<file path="src/sv/vlap_queue.sv">
`timescale 1ns / 1ps
// small register fifo between the front and back parts
module vlap_queue #(
  parameter int unsigned WIDTH = 32,
  parameter int unsigned DEPTH = 4
) (
  input  logic             clk_i,
  input  logic             rst_ni,
  input  logic             push_i,
  input  logic [WIDTH-1:0] data_i,
  output logic             full_o,
  input  logic             pop_i,
  output logic [WIDTH-1:0] data_o,
  output logic             empty_o
);

  localparam int unsigned PtrW = (DEPTH > 1) ? $clog2(DEPTH) : 1;
  localparam int unsigned CntW = $clog2(DEPTH + 1);

  logic [WIDTH-1:0] slot_q [DEPTH];
  logic [PtrW-1:0]  wr_ptr_q, rd_ptr_q;
  logic [CntW-1:0]  count_q;

  function automatic logic [PtrW-1:0] ptr_inc(logic [PtrW-1:0] p);
    if (p == PtrW'(DEPTH - 1)) begin
      return '0;
    end
    return p + PtrW'(1);
  endfunction

  assign full_o  = (count_q == CntW'(DEPTH));
  assign empty_o = (count_q == '0);
  assign data_o  = slot_q[rd_ptr_q];

  always_ff @(posedge clk_i) begin
    if (push_i) begin
      slot_q[wr_ptr_q] <= data_i;
    end
  end

  always_ff @(posedge clk_i or negedge rst_ni) begin
    if (!rst_ni) begin
      wr_ptr_q <= '0;
      rd_ptr_q <= '0;
      count_q  <= '0;
    end else begin
      if (push_i) begin
        wr_ptr_q <= ptr_inc(wr_ptr_q);
      end
      if (pop_i) begin
        rd_ptr_q <= ptr_inc(rd_ptr_q);
      end
      if (push_i && !pop_i) begin
        count_q <= count_q + CntW'(1);
      end else if (pop_i && !push_i) begin
        count_q <= count_q - CntW'(1);
      end
    end
  end

endmodule

</file>
<file path="config.mk">
export PLATFORM = sky130hd
export DESIGN_NAME = vlap_queue
export DESIGN_NICKNAME = d
export VERILOG_FILES = /design/src/sv/vlap_queue.sv
export SDC_FILE = /design/constraint.sdc
export NUM_CORES = 1
export LEC_CHECK = 0
export BUFFER_PORTS_ARGS = -buffer_cell sky130_fd_sc_hd__buf_2
export CORE_UTILIZATION = 39
export DETAILED_ROUTE_END_ITERATION = 10
export PLACE_DENSITY = 0.56
export SETUP_SLACK_MARGIN = 0.2
export SYNTH_ARGS = -nofsm -noshare
export SYNTH_HDL_FRONTEND = slang
export SYNTH_SLANG_ARGS = --single-unit
</file>
<file path="constraint.sdc">
create_clock -name clk_i -period 2.3 [get_ports clk_i]
set_input_delay 0 -clock clk_i [delete_from_list [all_inputs] [get_ports clk_i]]
set_output_delay 0 -clock clk_i [all_outputs]
set_load 0.02 [all_outputs]
</file>
---- Word-level counts from Yosys, hierarchy flattened ----
Memories as Yosys holds them, arrays and structs flattened.
Index checks and enable logic that the tools add are counted.
word-level totals
  register bits after elaboration ......... 7
  RAM bits ................................ 128
  bits of input ports ..................... 36
  output and inout bits ................... 34
  logic and storage cells ................. 29
  memories kept ........................... 1
cells by class
  $add $sub $neg .......................... 4
  equality and inequality tests ........... 3
  multiplexer cells ....................... 12
  reductions and logical operators ........ 6
memory list
  memory  depth  bits a word  rd ports  clocked after Yosys merged registers in  write ports  RTL line  text
  slot_q  4      32           1         0                                        1            20        logic [WIDTH-1:0] slot_q [DEPTH];
operator list
  kind                                              count
  2-to-1 mux 2 bit                                  4
  2-to-1 mux 1 bit                                  6
  2-to-1 mux 3 bit                                  2
  adder 2 x 1 -> 2 bit, second input constant       2
  == test 2 bit, second input constant              2
  adder 3 x 1 -> 3 bit, second input constant       1
  == test 3 bit, second input constant              1
  zero test 3 bit                                   1
  subtractor 3 x 1 -> 3 bit, second input constant  1
  logical AND 1 bit                                 2
  zero test 1 bit                                   2
  nonzero test 2 bit                                1

---- Logic depth before layout (Yosys ltp) ----
  word-level depth ........................ 4
  mapped depth ............................ 7
  mapped depth without buffers ............ 7

---- Worst setup path after synthesis ----
No wires, ideal clock.
  path type ............................... register to register
  start ................................... register wr_ptr_q[0]
  end ..................................... memory slot_q[0][0] (enable)
  setup time .............................. 0.392 ns
  arrival time ............................ 1.413 ns
  required time ........................... 1.908 ns
  path slack .............................. 0.495 ns
  stages on the path, launching flop included .. 4
  path buffers ............................ 0
  period minus slack after synthesis ...... 1.805 ns
  cells stage by stage .................... dfrtp_1 -> inv_1 -> ha_1 -> and2_1
RTL lines
  item                    RTL line  text
  start, declared         21        logic [PtrW-1:0] wr_ptr_q, rd_ptr_q;
  start signal, assigned  48        wr_ptr_q <= ptr_inc(wr_ptr_q);
  end, declared           20
No word-level cell before the write port.

---- Worst setup path after layout ----
  start ................................... register rd_ptr_q[1]
  end ..................................... output port data_o[6]
between the ends
  word-level cells in the longest chain between the ends .. 1
ends and longest elaborated chain
  item                    RTL line  text
  start, declared         21
  start signal, assigned  51        rd_ptr_q <= ptr_inc(rd_ptr_q);
  memory (4 x 32 bit)     --
  end, declared           13        output logic [WIDTH-1:0] data_o,
Every way passes these cells.

==> flow_metrics.tcl <==
set metrics [dict create \
    max_freq_mhz 524 \
    power.leakage_nw 2.39 \
    floorplan.core_area_um2 12700 \
    dpl.hpwl_um 5500 \
    ctsHtreeMaxLevel 4 \
    floorplan.die_area_um2 13500 \
    total_length_of_routed_wires_um 8900 \
    detailroute.via_count 2460 \
    crit_end "data_o[6]" \
    antenna_found_initial 0 \
    synth_cell_types 20 \
    period_minus_slack_ns 1.91 \
    crit_path_end_kind "output port" \
    grt_use_total_pct 14.5 \
    timing_worst_setup_path_type "reg -> out" \
    post-route-cell-area_um2 6680 \
    mostFrequentLayoutCells "sky130_fd_sc_hd__edfxtp_1, sky130_fd_sc_hd__buf_2, sky130_fd_sc_hd__dlygate4sd3_1, sky130_fd_sc_hd__mux4_2, sky130_fd_sc_hd__clkbuf_16" \
    n_fill_cell 1048 \
    yosysTopAreaCell "sky130_fd_sc_hd__edfxtp_1" \
    synth.net_count 248 \
    number_of_setup_violations_in_the_final_report 0 \
    stdcell_count 520 \
    regToRegStartpoint "wr_ptr_q[1]" \
    cts_root_buffer "sky130_fd_sc_hd__clkbuf_16" \
    outcome "finished, final reports clean" \
    number_of_buffers_inserted_during_clock_tree_synthesis 17 \
    die-height_um 116 \
    diodes 0 \
    crit_path_start_kind "flip-flop" \
    grt_setup_unrepaired "false" \
    post_dp_cell_area_um2 5700 \
    detail_route.iter0.violations 109 \
    num_io_pins 70 \
    synth-warning-count 0 \
    starting_density_of_the_core_pct 40.1 \
    final_hold_viol_count 0 \
    synth.top_cells.by_area "sky130_fd_sc_hd__edfxtp_1, sky130_fd_sc_hd__mux4_2, sky130_fd_sc_hd__dfrtp_1, sky130_fd_sc_hd__mux4_1, sky130_fd_sc_hd__ha_1" \
    slew_headroom_pct 66.0 \
    nets 378 \
    placementRows 41 \
    synth_seq_cells 135 \
    timing_worst_slew_pin_value_ns 0.509 \
    remaining_global_route_overflow 0 \
    cts_tree "done" \
    worst_setup_path_startpoint "rd_ptr_q[1]" \
    io_buffers 69 \
    mostFrequentLayoutCell "sky130_fd_sc_hd__edfxtp_1" \
    syn2layout_area_growth_pct 31.4 \
    dr.pass1.iters 4 \
    rr_endpoint "slot_q[1][6]" \
    synth_area_per_cell_um2 24.8 \
    place_inst 449 \
    vias_per_cell 4.73 \
    drive_above_1_share_pct 42.5 \
    grt_pass1_wl_um 13500 \
    post-route-period-util_pct 82.9 \
    vdd_ir_drop_max_mv 0.594 \
    clock_tree.buffer_depth 2 \
    ant_nets 0 \
    maxSlewViolCount 0 \
    pin_count_of_the_biggest_net_entering_global_routing 21 \
    first_global_vias 2530 \
    critical_path_arrival_ns 1.91 \
    hold_path_class "in -> reg" \
    required_ns 2.30 \
    timing.setup.tns_ns 0 \
    drc_errors 0 \
    clk_pin_slew_worst_paths_ns 0.05 \
    crit_path_max_fanout 19 \
    place.gp.congestion 0.649 \
    die_x_um 116 \
    netlist_area_before_placement_um2 5080 \
    synthCells 205 \
    tightest_hold_margin_ns 0.349 \
    clk_latency_ns 0.41 \
    clock_sinks 135 \
    worst_hold_path.num_cells 2 \
    fin_worst_skew_ns 0.00707 \
    synth_seq_area_share_pct 79.1 \
    synth_top_area_share_pct 75.6 \
    wl_per_cell_um 17.1 \
    setup.reg_to_reg.worst_slack_ns 0.66 \
    power_density_nw_per_um2 1260 \
    number_of_violations_of_the_max_capacitance_limit 0 \
    timing.reg2reg.worst_path_depth 4 \
]
==> registers in the layout (all words and copies together) (netlist names) <==
register,count
count_q,3
rd_ptr_q,2
wr_ptr_q,2
slot_q,128
==> worst min path at each step <==
stage	slack [ns]	to	start
floorplan	-0.30	count_q[0]	rst_ni
global placement	-0.15	count_q[2]	rst_ni
detailed placement	-0.15	count_q[2]	rst_ni
CTS	0.32	slot_q[2][23]	data_i[23]
global route	0.33	slot_q[0][24]	data_i[24]
finish	0.35	slot_q[2][29]	data_i[29]
==> synth_stat cells <==
cell type                  number
sky130_fd_sc_hd__buf_6          1
sky130_fd_sc_hd__xnor2_1        1
sky130_fd_sc_hd__mux4_2        28
sky130_fd_sc_hd__xor2_1         2
sky130_fd_sc_hd__clkbuf_1       1
sky130_fd_sc_hd__edfxtp_1     128
sky130_fd_sc_hd__dfrtp_1        7
sky130_fd_sc_hd__nor2_1         3
sky130_fd_sc_hd__nand2_1        2
sky130_fd_sc_hd__fa_1           1
sky130_fd_sc_hd__o21ai_0        2
sky130_fd_sc_hd__and2_1         4
sky130_fd_sc_hd__buf_12         3
sky130_fd_sc_hd__nor3b_1        1
sky130_fd_sc_hd__ha_1           6
sky130_fd_sc_hd__mux4_1         4
sky130_fd_sc_hd__inv_1          4
sky130_fd_sc_hd__mux2_2         3
sky130_fd_sc_hd__buf_2          3
sky130_fd_sc_hd__nor3_1         1
==> power by group <==
group / internal, mW / switching (mW) / leakage [nW]
Combinational: 1.19 / 1.34 / 0.861
Clock: 1.58 / 0.951 / 0.268
Sequential: 3.17 / 0.202 / 1.26
==> layer usage <==
metal | up-vias | track usage, % | wire (µm) | share of wire, %
li1 | 1120 | - | - | -
met2 | 58 | 23.3 | 4350 | 49
met4 | 0 | 6.41 | 94 | 1.1
met5 | - | 0 | 0 | 0
met1 | 1273 | 18.2 | 4110 | 46
met3 | 9 | 4.67 | 345 | 3.9
==> cell type report <==
class	instances	area, µm²	area share [%]
clock buffers	18	429	6.43
clock inverters	14	135	2.02
inverters	4	15.0	0.225
multi-input cells	58	962	14.4
flip-flops and latches	135	4020	60.2
well taps	172	215	3.22
repair buffers	119	898	13.5
==> cell families (layout without fill, tap and decap cells) <==
family                     Yosys count  after routing  synth area share [%]
DFF                                135            135                  79.1
xor gates and xnor gates             3              3                 0.517
buffers and inverters               12            155                  2.07
muxes                               35             35                  15.1
adders and majority gates            7              7                  1.87
and+or+nand+nor                     11             11                  1.11
AOI/OAI and AO/OA                    2              2                 0.197
==> through the flow <==
stage	total power [mW]	setup slack [ns]	utilization, %
2_1_floorplan	5.11	0.495	-
5_1_grt	8.85	0.290	52.7
4_1_cts	8.56	0.342	52.7
3_3_place_gp	5.83	0.502	45.0
3_5_place_dp	5.85	0.509	45.0
6_report	8.42	0.393	52.7
==> critical path, stage by stage (launching register included) <==
cell	delay, ns
sky130_fd_sc_hd__dfrtp_2	0.69
sky130_fd_sc_hd__buf_4	0.28
sky130_fd_sc_hd__mux4_2	0.35
sky130_fd_sc_hd__buf_2	0.18
==> what timing repair did <==
action / in CTS / in global routing
setup buffers: 3 / 0
hold endpoints to repair: 139 / 0
hold buffers: 36 / 0
resized for setup: 1 / 0
setup endpoints to repair: 11 / 0
Note: power is estimated with default switching activity, not from simulation.
