<file path="config.mk">
export PLATFORM = sky130hd
export DESIGN_NAME = vlap_front
export DESIGN_NICKNAME = d
export VERILOG_FILES = /design/src/sv/vlap_pkg.sv /design/src/sv/vlap_front.sv
export SDC_FILE = /design/constraint.sdc
export NUM_CORES = 1
export LEC_CHECK = 0
export BUFFER_PORTS_ARGS = -buffer_cell sky130_fd_sc_hd__clkbuf_2
export CAP_MARGIN = 20
export CORE_MARGIN = 2
export CORE_UTILIZATION = 54
export CTS_CLUSTER_DIAMETER = 40
export CTS_CLUSTER_SIZE = 28
export DETAILED_ROUTE_END_ITERATION = 12
export PLACE_DENSITY = 0.82
export SLEW_MARGIN = 20
export SYNTH_ARGS = -nofsm -noshare
export SYNTH_HDL_FRONTEND = slang
export SYNTH_SLANG_ARGS = --single-unit
export TNS_END_PERCENT = 1
</file>
<file path="constraint.sdc">
create_clock -name clk_i -period 6.3 [get_ports clk_i]
set_input_delay 0.63 -clock clk_i [delete_from_list [all_inputs] [get_ports clk_i]]
set_output_delay 0.63 -clock clk_i [all_outputs]
set_load 0.005 [all_outputs]
</file>
<file path="src/sv/vlap_pkg.sv">
`timescale 1ns / 1ps
// shared types, constants and sizing helpers of the seven-point laplacian
package vlap_pkg;

  localparam int unsigned DefMaxWidth  = 64;
  localparam int unsigned DefMaxHeight = 64;
  localparam int unsigned DefMaxDepth  = 256;

  localparam int unsigned WidthRegW  = 7;
  localparam int unsigned HeightRegW = 7;
  localparam int unsigned DepthRegW  = 9;

  localparam int unsigned SampleW  = 16;
  localparam int unsigned LaplaceW = 20;

  localparam int unsigned ApbAddrW = 4;
  localparam int unsigned ApbDataW = 32;

  localparam int unsigned QueueDepth = 4;

  // flag bits carried by every queue entry besides sample and addresses
  localparam int unsigned EntryFlagW = 9;

  typedef enum logic [ApbAddrW-1:0] {
    RegWidth  = 4'h0,
    RegHeight = 4'h4,
    RegDepth  = 4'h8
  } reg_addr_e;

  typedef enum logic {
    ActSample = 1'b0,
    ActFlush  = 1'b1
  } action_e;

  typedef struct packed {
    action_e                    action;
    logic signed [SampleW-1:0]  sample;
  } in_item_t;

  typedef struct packed {
    logic signed [LaplaceW-1:0] laplace_value;
    logic                       last_voxel;
  } out_item_t;

  // ring of two planes plus one voxel
  function automatic int unsigned ring_depth(int unsigned mw, int unsigned mh);
    return 2 * mw * mh + 1;
  endfunction

  function automatic int unsigned ring_aw(int unsigned mw, int unsigned mh);
    return $clog2(2 * mw * mh + 1);
  endfunction

  function automatic int unsigned entry_w(int unsigned aw);
    return EntryFlagW + SampleW + 7 * aw;
  endfunction

endpackage

</file>
<file path="src/sv/vlap_front.sv">
`timescale 1ns / 1ps
// front part: size registers, item classification, counters and ring addressing
module vlap_front
  import vlap_pkg::*;
#(
  parameter int unsigned MAX_WIDTH  = DefMaxWidth,
  parameter int unsigned MAX_HEIGHT = DefMaxHeight,
  parameter int unsigned MAX_DEPTH  = DefMaxDepth,
  localparam int unsigned AW        = ring_aw(MAX_WIDTH, MAX_HEIGHT),
  localparam int unsigned EntryW    = entry_w(AW)
) (
  input  logic                clk_i,
  input  logic                rst_ni,
  input  logic                cfg_wr_i,
  input  logic [ApbAddrW-1:0] cfg_addr_i,
  input  logic [ApbDataW-1:0] cfg_wdata_i,
  output logic [ApbDataW-1:0] cfg_rdata_o,
  input  in_item_t            in_i,
  input  logic                in_valid_i,
  output logic                in_ready_o,
  input  logic                q_full_i,
  output logic                q_push_o,
  output logic [EntryW-1:0]   q_data_o
);

  localparam int unsigned WW = $clog2(MAX_WIDTH + 1);
  localparam int unsigned HW = $clog2(MAX_HEIGHT + 1);
  localparam int unsigned DW = $clog2(MAX_DEPTH + 1);
  localparam longint unsigned PlaneMax = longint'(MAX_WIDTH) * MAX_HEIGHT;
  localparam longint unsigned TotalMax = PlaneMax * MAX_DEPTH;
  localparam int unsigned PW = $clog2(PlaneMax + 1);
  localparam int unsigned CW = $clog2(TotalMax + 1);
  localparam logic [AW:0] RingSize = (AW + 1)'(ring_depth(MAX_WIDTH, MAX_HEIGHT));

  typedef struct packed {
    logic                      wr;
    logic                      emit;
    logic                      last;
    logic                      x_lo;
    logic                      x_hi;
    logic                      y_lo;
    logic                      y_hi;
    logic                      z_lo;
    logic                      z_hi;
    logic signed [SampleW-1:0] sample;
    logic [AW-1:0]             waddr;
    logic [AW-1:0]             a_c;
    logic [AW-1:0]             a_xp;
    logic [AW-1:0]             a_xm;
    logic [AW-1:0]             a_yp;
    logic [AW-1:0]             a_ym;
    logic [AW-1:0]             a_zm;
  } entry_t;

  logic [WidthRegW-1:0]  w_raw_q;
  logic [HeightRegW-1:0] h_raw_q;
  logic [DepthRegW-1:0]  d_raw_q;
  logic [1:0]            settle_q;
  logic [WW-1:0]         w_eff;
  logic [HW-1:0]         h_eff;
  logic [DW-1:0]         d_eff;
  logic [WW+HW-1:0]      plane_prod;
  logic [PW+DW-1:0]      total_prod;
  logic [PW-1:0]         plane_q;
  logic [CW-1:0]         total_q;
  logic [CW-1:0]         st_q, rg_q;
  logic [AW-1:0]         wp_q, rp_q;
  logic [WW-1:0]         x_q, x_d;
  logic [HW-1:0]         y_q, y_d;
  logic [DW-1:0]         z_q, z_d;
  logic                  accept, take, emit, is_sample;
  logic [CW:0]           emit_mark;
  entry_t                ent;

  function automatic logic [AW-1:0] ring_add(logic [AW-1:0] p, logic [AW-1:0] k);
    logic [AW:0] s;
    s = {1'b0, p} + {1'b0, k};
    if (s >= RingSize) begin
      s = s - RingSize;
    end
    return s[AW-1:0];
  endfunction

  function automatic logic [AW-1:0] ring_sub(logic [AW-1:0] p, logic [AW-1:0] k);
    logic [AW:0] s;
    if (p >= k) begin
      s = {1'b0, p} - {1'b0, k};
    end else begin
      s = {1'b0, p} + RingSize - {1'b0, k};
    end
    return s[AW-1:0];
  endfunction

  // out of range sizes act as one or as the maximum
  always_comb begin
    if (w_raw_q == '0) begin
      w_eff = WW'(1);
    end else if (32'(w_raw_q) > MAX_WIDTH) begin
      w_eff = WW'(MAX_WIDTH);
    end else begin
      w_eff = WW'(w_raw_q);
    end
    if (h_raw_q == '0) begin
      h_eff = HW'(1);
    end else if (32'(h_raw_q) > MAX_HEIGHT) begin
      h_eff = HW'(MAX_HEIGHT);
    end else begin
      h_eff = HW'(h_raw_q);
    end
    if (d_raw_q == '0) begin
      d_eff = DW'(1);
    end else if (32'(d_raw_q) > MAX_DEPTH) begin
      d_eff = DW'(MAX_DEPTH);
    end else begin
      d_eff = DW'(d_raw_q);
    end
  end

  assign plane_prod = (WW + HW)'(w_eff) * (WW + HW)'(h_eff);
  assign total_prod = (PW + DW)'(plane_q) * (PW + DW)'(d_eff);

  always_ff @(posedge clk_i) begin
    plane_q <= PW'(plane_prod);
    total_q <= CW'(total_prod);
  end

  always_comb begin
    case (reg_addr_e'(cfg_addr_i))
      RegWidth:  cfg_rdata_o = ApbDataW'(w_raw_q);
      RegHeight: cfg_rdata_o = ApbDataW'(h_raw_q);
      RegDepth:  cfg_rdata_o = ApbDataW'(d_raw_q);
      default:   cfg_rdata_o = '0;
    endcase
  end

  // classification of the offered item
  assign in_ready_o = !q_full_i && (settle_q == '0);
  assign accept     = in_valid_i && in_ready_o;
  assign is_sample  = (in_i.action == ActSample);
  assign take       = is_sample && (st_q < total_q);
  assign emit_mark  = {1'b0, rg_q} + (CW + 1)'(plane_q);
  // a sample releases the voxel one plane behind it
  assign emit = (rg_q < total_q) &&
                ((take && ({1'b0, st_q} >= emit_mark)) ||
                 (!is_sample && (st_q == total_q)));
  assign q_push_o = accept && (take || emit);

  always_comb begin
    ent.wr     = take;
    ent.emit   = emit;
    ent.last   = ((rg_q + CW'(1)) == total_q);
    ent.x_lo   = (x_q == '0);
    ent.x_hi   = ((x_q + WW'(1)) == w_eff);
    ent.y_lo   = (y_q == '0);
    ent.y_hi   = ((y_q + HW'(1)) == h_eff);
    ent.z_lo   = (z_q == '0);
    ent.z_hi   = ((z_q + DW'(1)) == d_eff);
    ent.sample = in_i.sample;
    ent.waddr  = wp_q;
    ent.a_c    = rp_q;
    ent.a_xp   = ring_add(rp_q, AW'(1));
    ent.a_xm   = ring_sub(rp_q, AW'(1));
    ent.a_yp   = ring_add(rp_q, AW'(w_eff));
    ent.a_ym   = ring_sub(rp_q, AW'(w_eff));
    ent.a_zm   = ring_sub(rp_q, AW'(plane_q));
  end

  assign q_data_o = ent;

  always_comb begin
    x_d = x_q + WW'(1);
    y_d = y_q;
    z_d = z_q;
    if ((x_q + WW'(1)) == w_eff) begin
      x_d = '0;
      y_d = y_q + HW'(1);
      if ((y_q + HW'(1)) == h_eff) begin
        y_d = '0;
        z_d = z_q + DW'(1);
        if ((z_q + DW'(1)) == d_eff) begin
          z_d = '0;
        end
      end
    end
  end

  always_ff @(posedge clk_i or negedge rst_ni) begin
    if (!rst_ni) begin
      w_raw_q  <= WidthRegW'(DefMaxWidth);
      h_raw_q  <= HeightRegW'(DefMaxHeight);
      d_raw_q  <= DepthRegW'(DefMaxDepth);
      settle_q <= 2'd2;
      st_q     <= '0;
      rg_q     <= '0;
      wp_q     <= '0;
      rp_q     <= '0;
      x_q      <= '0;
      y_q      <= '0;
      z_q      <= '0;
    end else begin
      if (settle_q != '0) begin
        settle_q <= settle_q - 2'd1;
      end
      if (accept && take) begin
        st_q <= st_q + CW'(1);
        wp_q <= ring_add(wp_q, AW'(1));
      end
      if (accept && emit) begin
        rg_q <= rg_q + CW'(1);
        rp_q <= ring_add(rp_q, AW'(1));
        x_q  <= x_d;
        y_q  <= y_d;
        z_q  <= z_d;
      end
      // a size write restarts the volume; plane is re-registered, then total from it
      if (cfg_wr_i && ((cfg_addr_i == RegWidth) || (cfg_addr_i == RegHeight) ||
                       (cfg_addr_i == RegDepth))) begin
        case (reg_addr_e'(cfg_addr_i))
          RegWidth:  w_raw_q <= cfg_wdata_i[WidthRegW-1:0];
          RegHeight: h_raw_q <= cfg_wdata_i[HeightRegW-1:0];
          RegDepth:  d_raw_q <= cfg_wdata_i[DepthRegW-1:0];
          default:   ;
        endcase
        settle_q <= 2'd2;
        st_q     <= '0;
        rg_q     <= '0;
        wp_q     <= '0;
        rp_q     <= '0;
        x_q      <= '0;
        y_q      <= '0;
        z_q      <= '0;
      end
    end
  end

endmodule

</file>
# Yosys cells after proc, flatten, opt, wreduce, memory -nomap -nowiden
# Index checks and enable logic that the tools add are counted.
# totals
word_cells	124
input_bits	58
ff_bits	152
out_inout_bits	157
# classes
reduce_logical	34
bitwise_logic	1
multipliers	2
addsub	20
n_mux	35
n_lt_le_gt_ge	12
eq_ne	7
# ops
cell	n
14-bit 2-to-1 mux	10
21-bit 2-to-1 mux	4
7-bit 2-to-1 mux	11
9-bit 2-to-1 mux	7
15-bit by 14-bit >= comparator with 1-bit output, second input constant	3
21-bit by 1-bit adder with 21-bit output, second input constant	2
21-bit equality test	2
21-bit less-than comparator	2
14-bit subtractor, second input constant	3
14-bit by 1-bit adder with 15-bit output, second input constant	2
7-bit logical NOT	4
14-bit by 1-bit subtractor with 14-bit output, second input constant	2
14-bit by 13-bit subtractor with 14-bit output	2
14-bit by 7-bit subtractor with 14-bit output	2
9-bit case mux with 3 select lines	1
21-bit by 13-bit adder with 22-bit output	1
21-bit by 22-bit >= comparator with 1-bit output	1
13-bit by 9-bit multiplier with 21-bit output	1
9-bit logical NOT	2
14-bit by 7-bit adder with 15-bit output	1
14-bit adder, second input constant	1
7-bit by 1-bit adder with 7-bit output, second input constant	2
7-bit equality test	2
14-bit by 1-bit >= comparator with 1-bit output, second input constant	1
20 further kinds	42

# Logic depth before layout (Yosys ltp)
# logic_depth
depth_word	9
mapped_depth	26
mapped_depth_nobuf	24

# Worst setup path before layout
# Ideal clock, no wire load.
# synth_timing
path_kind	reg-to-reg
startpoint	register d_raw_q[8]
endpoint	register total_q[19]
arrival_time_ns	5.228
path_stages_with_launch	21
slack_ns	1.000
setup_time_ns	0.072
n_path_buf	2
synth_period_minus_slack_ns	5.300
t_required_ns	6.228
cell_sequence	dfstp_2 -> clkbuf_1 -> clkbuf_1 -> nor2b_1 -> and2_1 -> fa_1 -> inv_1 -> fa_1 -> inv_1 -> fa_1 -> inv_1 -> fa_1 -> inv_1 -> ha_1 -> or2_2 -> a21oi_1 -> nor3_1 -> o31ai_1 -> o2111ai_1 -> a21oi_1 -> xnor2_1
# synth_via
elab_chain_cells	4
elab_cells_between_ends	5
cone_classes	mul (1); order compare (1); mux (2); reduce/logical (1)
# synth_lines
item	line	text
from (decl)	vlap_front.sv:57	logic [DepthRegW-1:0] d_raw_q;
from (signal assigned)	vlap_front.sv:191	d_raw_q <= DepthRegW'(DefMaxDepth);
from (signal assigned)	vlap_front.sv:221	RegDepth: d_raw_q <= cfg_wdata_i[DepthRegW-1:0];
9-bit > comparator	vlap_front.sv:112	end else if (32'(d_raw_q) > MAX_DEPTH) begin
9-bit 2-to-1 mux	vlap_front.sv:112	
9-bit 2-to-1 mux (*)	vlap_front.sv:110	if (d_raw_q == '0) begin
13-bit by 9-bit multiplier with 21-bit output (*)	vlap_front.sv:120	assign total_prod = (PW + DW)'(plane_q) * (PW + DW)'(d_eff);
net total_prod[19]	vlap_front.sv:63	logic [PW+DW-1:0] total_prod;
to (signal assigned)	vlap_front.sv:124	total_q <= CW'(total_prod);
to (decl)	vlap_front.sv:65	logic [CW-1:0] total_q;
# The timed path passes the listed nets; every way through them passes the cells marked *.
# A chain may end at the register's enable or synchronous reset.

# Worst setup path in the final report
# layout_timing
startpoint	register rg_q[0]
endpoint	output port q_push_o
# layout_via
elab_chain_cells	7
elab_cells_between_ends	8
cone_classes	add/sub (1); order compare (2); reduce/logical (5)
# layout_lines
item	line	text
from (decl)	vlap_front.sv:66	logic [CW-1:0] st_q, rg_q;
from (signal assigned)	vlap_front.sv:209	rg_q <= rg_q + CW'(1);
21-bit by 13-bit adder with 22-bit output	vlap_front.sv:141	assign emit_mark = {1'b0, rg_q} + (CW + 1)'(plane_q);
21-bit by 22-bit >= comparator with 1-bit output	vlap_front.sv:144	((take && ({1'b0, st_q} >= emit_mark)) ||
1-bit logical AND	vlap_front.sv:144	
1-bit logical OR	vlap_front.sv:144	
1-bit logical AND (*)	vlap_front.sv:143	assign emit = (rg_q < total_q) &&
1-bit logical OR (*)	vlap_front.sv:146	assign q_push_o = accept && (take || emit);
1-bit logical AND (*)	vlap_front.sv:146	
to (decl)	vlap_front.sv:22	output logic q_push_o,
# Every way passes the cells marked *; elsewhere a longest branch is shown, timed or not.

==> results.md <==
- Slew of the pin with the lowest slew margin: 1130 ps
- Number of synthesized flops with an enable pin: 0
- R2r worst-path depth: 24
- Area growth, synth to finish: 7.20%
- Critical path arrival: 5220 ps
- Largest net degree at the start of global routing: 82
- Placer Congestion: 0.951
- Worst-Skew Late Latency: 450 ps
- Leak pwr: 10.5 nW
- CP required: 5670 ps
- CTS H-Tree Depth: 4
- Clock root buffer: clkbuf_16
- Most used cell, CP: a21oi_1
- Biggest area consumer among synthesized cells: dfrtp_1
- # clock sinks: 152
- HPWL after DPL: 40,500 µm
- Max rail drop VDD: 0.000255 V
- Post-synth ARST share: 77.6%
- Most frequent cells in the layout: nor2_1, inv_1, ha_1
- Routed via count: 17,100
- Post-CTS Hold Fix Bufs: 0
- Relative max-transition margin: 24.0%
- DIE AREA: 37,800 µm²
- Worst path depth: 22
- Setup TNS: 0 ps
- Synthesized flop and latch total: 152
- CTS tree: done
- Worst-case clock buffer depth: 2
- Ys flop type: dfrtp_1
- Fraction of layout cells with a size suffix above 1: 10.9%
- Min setup slack post-route: 446 ps
- Post-synthesis sequential area ratio: 18.6%
- DP Worst Slack: 394 ps
- Synth Warn #: 0
- Cell Area, Synth: 19,600 µm²
- Final-report max-slew violation count: 0
- Clk pin slew, worst setup/hold paths: 70 ps
- Avg Cell Area, Syn: 8.16 µm²
- Core footprint: 35,700 µm²
- Max cap viols: 0
- Most common cell after layout, fill and taps aside: nor2_1
- CP peak stage delay: 460 ps
- RSZ-0062 raised after global routing: no
- Initial core utilization: 54.9%
- Post-route cell area: 21,000 µm²
- Min Tclk post-route: 5850 ps
- Cell Rows: 69
- Cells along the critical path: ha_1 > fa_1 > a21o_1 > a21oi_1 > o21bai_1 > a21o_1 > a21oi_2 > o21ai_0 > a21oi_1 > o21bai_1 > a21oi_1 > xor2_1 > ha_1 > nand4_1 > nor3_1 > nand2_1 > o21ai_0 > a41oi_1 > nor4_2 > nand2_2 > nand2_1 > clkbuf_2
- Antenna-violating nets left: 0
- Worst setup path startpoint: rg_q[0]
- Cell variety after synth: 91
- Placed Area: 20,400 µm²
- Clock skew: 15.5 ps
- Number of buffers created by CTS: 17
- Nets: 2,833
- Reg2Reg Setup Slack: 500 ps
- Detailed-route wire length per cell: 17.4 µm
- Iteration-0 DRC Markers: 1,424
- # IOs: 215
- Crit-path leading delay family: compound AO/OA/AOI/OAI gates
- Power per cell area: 332 nW/µm²
- Slowest library cell on the worst path: dfrtp_1
- Wirelength, routed: 51,200 µm
- Die H: 194 µm
- Startpoint types: flop
- Top cells by area, synth: dfrtp_1, ha_1, fa_1
- Outcome: completed
- Yosys top cell area share: 14.6%
- Initial antenna violation count: 0
- Final Hold Viols: 0
- DIE WIDTH: 194 µm
- Peak Freq: 171 MHz
- Vias per Instance: 5.84
- First-pass GRT wire length: 84,400 µm
- Port Buffer Count: 136
- Reg-to-reg endpoint: rp_q[4]
- WS Path Type: flop to output port
- Residual DRC count: 0
- Critical Path Sink Type: output port
- Grt ovf: 0
- Vias in the first global route: 16,900
- Post-Syn Instances: 2,400
- Worst hold path type: primary input to asynchronous set/reset pin
- CP Buf/Inv Count: 1
- 1st-pass router iterations: 7
- Worst r2r src: rg_q[0]
- N_diodes: 0
- Gr usage total: 27.2%
- Period utilization: 92.9%
- Final setup violation count: 0
- Worst-path maximum fanout: 7
==> worst reg2reg max path, cell delays in order, from the launching register on <==
cell	delay, ps
dfrtp_1	460
ha_1	250
fa_1	430
a21o_1	200
a21oi_1	220
o21bai_1	100
a21o_1	220
a21oi_2	210
o21ai_0	110
a21oi_1	240
o21bai_1	100
a21oi_1	180
xor2_1	130
ha_1	330
nand4_1	90
nor3_1	270
nand2_1	80
o21ai_0	150
a41oi_1	190
nor4_2	360
and2_2	510
buf_4	420
o21ai_0	190
xor2_1	150
nor2_1	50
==> kinds of logic (layout without fill, tap and decap cells) <==
family,count (synthesis),after routing,share of synthesized area (%)
and+or+nand+nor,884,884,22.2
xor gates and xnor gates,266,266,11.9
other,1,23,0.0191
DFF,152,152,18.6
muxes,59,59,3.17
buffers and inverters,371,423,8.09
adders and majority gates,315,315,24.2
AOI/OAI and AO/OA,352,352,11.8
==> power by group <==
part | internal [mW] | total, mW | switching (mW)
Combinational | 1.94 | 4.55 | 2.60
Clock | 0.533 | 1.01 | 0.479
Sequential | 1.14 | 1.42 | 0.274
Total | 3.62 | 6.98 | 3.36
==> flip-flops by register name, indices dropped and copies added (netlist names), 7 cells and up <==
name     cells
w_raw_q      7
rp_q        14
wp_q        14
plane_q     13
y_q          7
h_raw_q      7
rg_q        21
total_q     21
x_q          7
d_raw_q      9
z_q          9
st_q        21
==> how the worst max path moves through the flow <==
stage             endpoint  slack (ps)
6_report          q_push_o         450
4_1_cts           q_push_o         300
5_1_grt           q_push_o          30
3_3_place_gp   total_q[19]         540
2_1_floorplan  total_q[19]        1000
3_5_place_dp   total_q[17]         390
==> metrics by stage <==
step | std cells | utilization [%] | hold WS [ps] | power (mW)
2_1_floorplan | 2422 | - | 334 | 4.57
3_3_place_gp | 2903 | 57.2 | 480 | 5.76
3_5_place_dp | 2903 | 57.2 | 507 | 5.91
4_1_cts | 2935 | 58.8 | 292 | 6.96
5_1_grt | 2935 | 58.9 | 335 | 7.61
6_report | 2935 | 58.9 | 279 | 6.98
==> timing repair <==
| item | 4_1_cts | 5_1_grt |
|---|---|---|
| resized for setup | 0 | 5 |
| setup endpoints to repair | 0 | 10 |
| setup buffers | 0 | 0 |
==> layer usage <==
layer | routed length, µm | GRT usage (%)
met4 | 1660 | 10.1
met3 | 3340 | 4.06
met5 | 0 | 0
met1 | 21900 | 35.6
met2 | 24300 | 45.8
==> cell usage after synthesis (all sizes together), types with 5 or more instances <==
library cell,number
a211oi,11
a21boi,10
a21o,36
a21oi,107
a31oi,12
a41oi,5
and2,64
and3,29
and4,7
buf,72
clkbuf,67
dfrtp,114
dfxtp,34
fa,106
ha,208
inv,231
mux2,25
mux2i,34
nand2,204
nand2b,27
nand3,68
nand3b,6
nand4,39
nand4b,5
nor2,245
nor2b,32
nor3,72
nor4,18
o2111ai,6
o211ai,13
o21a,15
o21ai,74
o21bai,11
o31ai,7
o41ai,5
or2,22
or3,21
or4,7
xnor2,161
xor2,105
==> area by class of cell <==
class	instances	area [µm²]
clock buffers	18	439
clock inverters	14	126
fillers	3140	14700
inverters	232	871
multi-input cells	1899	14500
flip-flops and latches	152	3640
well taps	461	577
repair buffers	159	856
(Power assumes the default switching activity.)
